==> config.mk <==
export PLATFORM = sky130hd
export DESIGN_NAME = gfbt_search
export DESIGN_NICKNAME = d
export VERILOG_FILES = /design/src/rtl/gfbt_pkg.sv /design/src/rtl/gfbt_search.sv
export SDC_FILE = /design/constraint.sdc
export NUM_CORES = 2
export LEC_CHECK = 0
export ABC_AREA = 1
export BUFFER_PORTS_ARGS = -buffer_cell sky130_fd_sc_hd__clkbuf_2
export CAP_MARGIN = 5
export CORE_MARGIN = 2
export CORE_UTILIZATION = 62
export CTS_BUF_LIST = sky130_fd_sc_hd__clkbuf_8
export DETAILED_ROUTE_END_ITERATION = 10
export PLACE_DENSITY = 0.8
export SLEW_MARGIN = 20
export SYNTH_ARGS = -nofsm -noshare
export SYNTH_HDL_FRONTEND = slang
export SYNTH_SLANG_ARGS = --single-unit
export TNS_END_PERCENT = 10
==> constraint.sdc <==
create_clock -name clock -period 13.2 [get_ports clock]
set_input_delay 2.64 -clock clock [delete_from_list [all_inputs] [get_ports clock]]
set_output_delay 2.64 -clock clock [all_outputs]
set_load 0.01 [all_outputs]
==> src/rtl/gfbt_pkg.sv <==
`default_nettype none
package gfbt_pkg;
   localparam int TableDepth = 64;
   localparam int IdxBits = $clog2(TableDepth);
   localparam int CntBits = $clog2(TableDepth + 1);
   localparam int TimeBits = 32;

   typedef enum logic [2:0] {
      CMD_ADD = 3'd0, CMD_TRIED = 3'd1, CMD_FAILED = 3'd2, CMD_DONE = 3'd3,
      CMD_CHECK = 3'd4, CMD_LOOKUP = 3'd5, CMD_TICK = 3'd6, CMD_CLEAR = 3'd7
   } cmd_type;

   typedef enum logic [1:0] {
      ST_UNTRIED = 2'd0, ST_TRIED = 2'd1, ST_FAILED = 2'd2, ST_BLACK = 2'd3
   } status_type;

   localparam logic [1:0] CSR_RADIUS = 2'd0;
   localparam logic [1:0] CSR_THRESH = 2'd1;
   localparam logic [1:0] CSR_COOL = 2'd2;

   // search unit request/answer
   typedef struct packed {
      logic start;
      logic signed [15:0] gx;
      logic signed [15:0] gy;
   } srch_req_type;

   typedef struct packed {
      logic done;
      logic hit;
      logic [IdxBits-1:0] idx;
   } srch_rsp_type;
endpackage
`default_nettype wire

==> src/rtl/gfbt_search.sv <==
`default_nettype none
// Walks entries 0..count-1 one at a time, each read in S_READ and tested in S_TEST, stops at first hit.
module gfbt_search (
   input  wire logic clock,
   input  wire logic reset,
   input  wire gfbt_pkg::srch_req_type req,
   input  wire logic [gfbt_pkg::CntBits-1:0] count,
   input  wire logic [11:0] radius,
   output logic [gfbt_pkg::IdxBits-1:0] rd_addr,
   input  wire logic [31:0] rd_point,
   output gfbt_pkg::srch_rsp_type rsp
);
   import gfbt_pkg::*;

   typedef enum logic [2:0] {
      S_IDLE = 3'b001, S_READ = 3'b010, S_TEST = 3'b100
   } sstate_type;

   sstate_type state_ff, state_in;
   logic [CntBits-1:0] idx_ff, idx_in;
   logic signed [15:0] gx_ff, gy_ff;
   logic [23:0] r2_ff;
   logic done_ff, done_in, hit_ff, hit_in;
   logic signed [16:0] dx, dy;
   logic [33:0] sq_x, sq_y;
   logic [34:0] d2;

   assign rd_addr = idx_ff[IdxBits-1:0];
   assign dx = 17'(signed'(rd_point[15:0])) - 17'(gx_ff);
   assign dy = 17'(signed'(rd_point[31:16])) - 17'(gy_ff);
   assign sq_x = 34'(dx * dx);
   assign sq_y = 34'(dy * dy);
   assign d2 = 35'(sq_x) + 35'(sq_y);

   always_ff @(posedge clock) begin
      if (req.start) begin
         gx_ff <= req.gx;
         gy_ff <= req.gy;
         r2_ff <= radius * radius;
      end
   end

   // sequencer
   always_comb begin
      state_in = state_ff;
      idx_in = idx_ff;
      done_in = 1'b0;
      hit_in = hit_ff;
      unique case (state_ff)
         S_IDLE: begin
            if (req.start) begin
               idx_in = '0;
               hit_in = 1'b0;
               if (count == '0) begin
                  done_in = 1'b1;
               end else begin
                  state_in = S_READ;
               end
            end
         end
         S_READ: state_in = S_TEST;
         S_TEST: begin
            if (d2 < 35'(r2_ff)) begin
               hit_in = 1'b1;
               done_in = 1'b1;
               state_in = S_IDLE;
            end else if (idx_ff + 1'b1 >= count) begin
               done_in = 1'b1;
               state_in = S_IDLE;
            end else begin
               idx_in = idx_ff + 1'b1;
               state_in = S_READ;
            end
         end
         default: state_in = S_IDLE;
      endcase
   end

   always_ff @(posedge clock) begin
      if (reset) begin
         state_ff <= S_IDLE;
         idx_ff <= '0;
         done_ff <= 1'b0;
         hit_ff <= 1'b0;
      end else begin
         state_ff <= state_in;
         idx_ff <= idx_in;
         done_ff <= done_in;
         hit_ff <= hit_in;
      end
   end

   assign rsp.done = done_ff;
   assign rsp.hit = hit_ff;
   assign rsp.idx = idx_ff[IdxBits-1:0];
endmodule
`default_nettype wire

Word-level counts from Yosys, hierarchy flattened
Cells that the tools add are included.
{ "word_totals": {"ff_bits": 68, "latchBits": 0, "ramBits": 0, "mem_bits_ro": 0, "output_inout_bits": 14, "wordCells": 46, "mem_count": 0} }
{ "op_classes": {"addsub": 4, "mul": 3, "div": 0, "magnitude_cmp": 2, "n_eq_ne": 8, "n_shift": 0, "n_mux": 17, "bitwise": 0, "reduce_logical": 5} }
{ "ops": {"columns": ["op", "count"], "rows": [
  ["17-bit by 17-bit multiplier with 34-bit output", 2],
  ["34-bit by 34-bit adder with 35-bit output", 1],
  ["35-bit by 24-bit less-than comparator with 1-bit output", 1],
  ["16-bit by 16-bit subtractor with 17-bit output", 2],
  ["12-bit by 12-bit multiplier with 24-bit output", 1],
  ["7-bit two-way mux", 3],
  ["7-bit case mux with 2 select lines", 1],
  ["2-bit inequality test, second input constant", 5],
  ["3-bit case mux with 3 select lines", 1],
  ["7-bit by 1-bit adder with 7-bit output, second input constant", 1],
  ["7-bit greater-or-equal comparator", 1],
  ["7-bit logical NOT", 1],
  ["1-bit two-way mux", 6],
  ["3-bit two-way mux", 2],
  ["2-bit two-way mux", 2],
  ["1-bit case mux with 2 select lines", 2],
  ["4-bit AND reduction", 1],
  ["3-bit by 1-bit == test with 1-bit output, second input constant", 1],
  ["3-bit by 2-bit == test with 1-bit output, second input constant", 1],
  ["3-bit == test, second input constant", 1],
  ["3-bit AND reduction", 1],
  ["2-bit AND reduction", 1],
  ["2-bit nonzero test", 1]
]} }

Logic depth before layout (Yosys ltp)
{ "logic_depth": {"ltp_word": 6, "depth_mapped": 61} }

Least setup slack after synthesis
No wires, ideal clock.
{ "synth_path": {"kind": "input port to flip-flop", "startpoint": "input rd_point[0]", "endpoint": "register idx_ff[1]", "setup_ps": 110, "arrival_time_ps": 11265, "setup_slack_ps": 1825, "path_stages": 52, "path_cell_list": "inv_1 ha_1 fa_1 nand3b_1 nand2_1 inv_1 o221ai_2 nand2_1 a31oi_2 nand3_1 nand3_1 nand2_1 inv_1 buf_2 nand2_1 fa_1 fa_1 fa_1 [16 not listed] nand2_1 o21bai_1 a31oi_1 xor2_1 inv_1 ha_1 a21oi_1 nor2_1 a211oi_1 nand2_1 nand2_1 nand3_1 nor2_2 nand4_4 nand3_4 nand2_1 clkinv_1 nor2_2"} }
{ "synth_between": {"elab_chain_len": 6} }
{ "synth_rtl": {"columns": ["element", "line_no", "text"], "rows": [
  ["start: declaration", "gfbt_search.sv:10", "input wire logic [31:0] rd_point,"],
  ["16-bit by 16-bit subtractor with 17-bit output", "gfbt_search.sv:29", "assign dx = 17'(signed'(rd_point[15:0])) - 17'(gx_ff);"],
  ["17-bit by 17-bit multiplier with 34-bit output", "gfbt_search.sv:31", "assign sq_x = 34'(dx * dx);"],
  ["34-bit by 34-bit adder with 35-bit output", "gfbt_search.sv:33", "assign d2 = 35'(sq_x) + 35'(sq_y);"],
  ["35-bit by 24-bit less-than comparator with 1-bit output", "gfbt_search.sv:63", "if (d2 < 35'(r2_ff)) begin"],
  ["2-bit inequality test (no line)", null, null],
  ["4-bit AND reduction (no line)", null, null],
  ["end signal: assignment", "gfbt_search.sv:87", "idx_ff <= idx_in;"],
  ["end: declaration", "gfbt_search.sv:20", "logic [CntBits-1:0] idx_ff, idx_in;"]
]} }
Every way passes these cells.
A chain may end at the register's enable or synchronous reset.

Worst setup path in the final report
{ "layout_path": {"startpoint": "input rd_point[0]", "endpoint": "register idx_ff[2]"} }
Same word-level chain as after synthesis.

==> key figures <==
Outcome
  – Run status: completed

Detailed routing
  – Initial DRC Count: around 1.6k
  – Drt wl/cell: roughly 16 µm
  – Drt first pass iters: 8
  – Total Wirelength: 69,940 µm
  – Post-route DRC: 0
  – Vias per cell: between 5 and 6
  – Via count: roughly 24k
  – Antenna viol nets, final: 0

Run
  – Max-cap violations: 0

Timing
  – Final Hold Vio Count: 0
  – Tcrit/Tclk final: 0.9383
  – Fin Setup TNS: 0 ps
  – Slew margin rel.: 0.3349
  – Clock Skew: ~29 ps
  – Slew Limit Fails: 0
  – Fin crit period: 12,390 ps
  – Worst-margin pin slew: between 900 and 1000 ps
  – RSZ-0062 raised after global routing: no
  – Setup Viol. Count Final: 0
  – FMAX: ~81 MHz

Clock network
  – CTS tree: yes
  – H-tree depth: 3
  – # hold bufs at CTS: 0
  – Clock Sinks: 67
  – Skew-Pair Late Insertion Delay: 400 ps
  – Num CTS Buffers: 9
  – Clock Path Buffers: 2
  – Worst-path clk slew: 110 ps
  – Root Buffer: clkbuf_8

Synthesis
  – Post-synth net total: ~4.8k
  – #FFs+latches synth: 67
  – Netlist cell types: 60
  – Synth Flop Type: edfxtp_1
  – Synth async-reset ratio: 0
  – Ys Warns: 0
  – Synthesized area: ~31,000 µm²
  – Cells after Synth: ~3.8k
  – EDFF count, synth: between 50 and 60
  – Synth Area per Inst: 8.146 µm²
  – Seq/Total Area, Yosys: 0.06193

GRT
  – Vias in the first global route: ~25k
  – Total gr overflow: 0
  – GRT Total Usage: 0.2915
  – First-pass GRT wire length: 117,100 µm
  – Initial antenna violation count: 1
  – Largest net degree at the start of global routing: just under 60

Die
  – Initial Utilization: 0.6266
  – Die extent in y: 226.0 µm
  – Die X: about 230 µm
  – Number of cell rows: 81
  – CORE AREA: 48,750 µm²
  – Io pins: 100
  – Die area: roughly 51,000 µm²

Setup path
  – CP Capture Type: flop
  – Critical Path RT: between 10,000 and 15,000 ps
  – WS Path Type: in2reg
  – Critical path's slowest cell: fa_1
  – Most used cell, CP: inv_1
  – Worst Setup Start Kind: primary input
  – Crit-path max FO: 10
  – Worst path arrival time: approximately 13,000 ps
  – Critical Path Max Stage Delay: 510 ps

Final layout
  – Fin util: 0.6572
  – Final #Nets: a little under 5k
  – Layout overhead on the synthesized area: 4.882%
  – Commonest cells after routing, fill and taps aside: 1,105 x inv_1, 621 x fa_1, 611 x nand2_1
  – Filler Cell Count: 4,108
  – Most common cell after layout, fill and taps aside: inv_1
  – Share of cells above drive strength 1: 0.06178

Placement
  – Gpl congestion: 0.9709
  – Input/output buffers: approximately 100
  – Post-DP HPWL: slightly above 60,000 µm

Worst hold path
  – Hold Crit Class: reg2reg
## cell families after synthesis
family,count (synthesis),share of synthesized area
buffers and inverters,1192,0.1500
AND/OR/NAND/NOR,1105,0.1492
adder cells (fa/ha/maj),946,0.5401
AO/OA/AOI/OAI,298,0.05706
XOR/XNOR,142,0.04170
flip-flops,67,0.06193
## timing repair
action                     CTS  global route
gates resized for setup      0             3
setup buffers                0             3
setup endpoints to repair    0             9
## worst max-delay path, delay by kind of cell
| family | cells | cell delay, ps |
|---|---|---|
| AOI/OAI and AO/OA | 9 | 1900 |
| xor gates and xnor gates | 3 | 870 |
| adders and majority gates | 11 | 4510 |
| buffers and inverters | 11 | 840 |
| and+or+nand+nor | 16 | 1910 |
## registers in the layout, indices dropped and copies added, names as in the netlist
register / flops
done_ff: 1
gx_ff: 16
gy_ff: 16
hit_ff: 1
idx_ff: 7
r2_ff: 23
state_ff: 3
## cell type report
class	count	area, µm²	area share
multi-input cells	2491	24070	0.7514
clock inverters	7	125.1	0.003905
well taps	664	830.8	0.02593
repair buffers	133	748.2	0.02335
flip-flops and latches	67	1892	0.05905
inverters	1129	4242	0.1324
diodes	1	2.502	0.00007811
clock buffers	9	123.9	0.003866
## final timing paths
| kind | startpoint | endpoint | slack, ps | cells after the start |
|---|---|---|---|---|
| setup / recovery | rd_point[0] | idx_ff[2] | 810 | 50 |
| hold reg to reg | hit_ff | hit_ff | 520 | 2 |
| hold / removal | hit_ff | hit_ff | 520 | 2 |
| setup reg to reg | gx_ff[0] | idx_ff[2] | 2770 | 48 |
## synthesized netlist by cell type, drive strengths merged, types with 2 or more instances
cell     number  area share
a31oi        13      0.0031
o2111ai       2     0.00057
nand2       633       0.080
nor2        327       0.042
or2          19      0.0040
dfxtp        12      0.0079
o21a          2     0.00049
nand3b        4     0.00098
nand4        21      0.0048
nand3        73       0.013
fa          621        0.41
ha          325        0.13
a21o         15      0.0037
a211oi        4     0.00098
clkinv       12      0.0015
inv        1117        0.14
buf          29      0.0071
nor4          7      0.0016
nor3         19      0.0033
o221ai        4      0.0014
o31ai         7      0.0019
a21oi       156       0.026
a221oi        2     0.00057
o211ai        3     0.00074
o21bai       12      0.0033
o21ai        67       0.012
edfxtp       55       0.054
xor2         96       0.029
a21boi       10      0.0025
clkbuf       34      0.0042
xnor2        46       0.013
## layer usage
metal | part of all wire | vias to the layer above | wire [µm] | track usage
met1 | 0.41 | 11570 | 28900 | 0.3929
met5 | 0 | - | 0 | 0
met2 | 0.49 | 799 | 33970 | 0.4918
met4 | 0.026 | 0 | 1814 | 0.08652
li1 | - | 11190 | - | -
met3 | 0.075 | 148 | 5257 | 0.04189
## per-stage QoR
stage,area (µm²),cells,setup WS [ps],hold slack (ps)
CTS,32010,4497,771.8,514.6
floorplan,30550,3750,1825,450.2
detailed placement,31760,4481,402.3,495.9
global route,32040,4501,6.070,556.4
global placement,31760,4481,592.8,489.9
finish,32040,4501,814.3,517.9
Power is not shown: default switching activity piles up to over one toggle a cycle in this logic, so the estimate is an artifact.
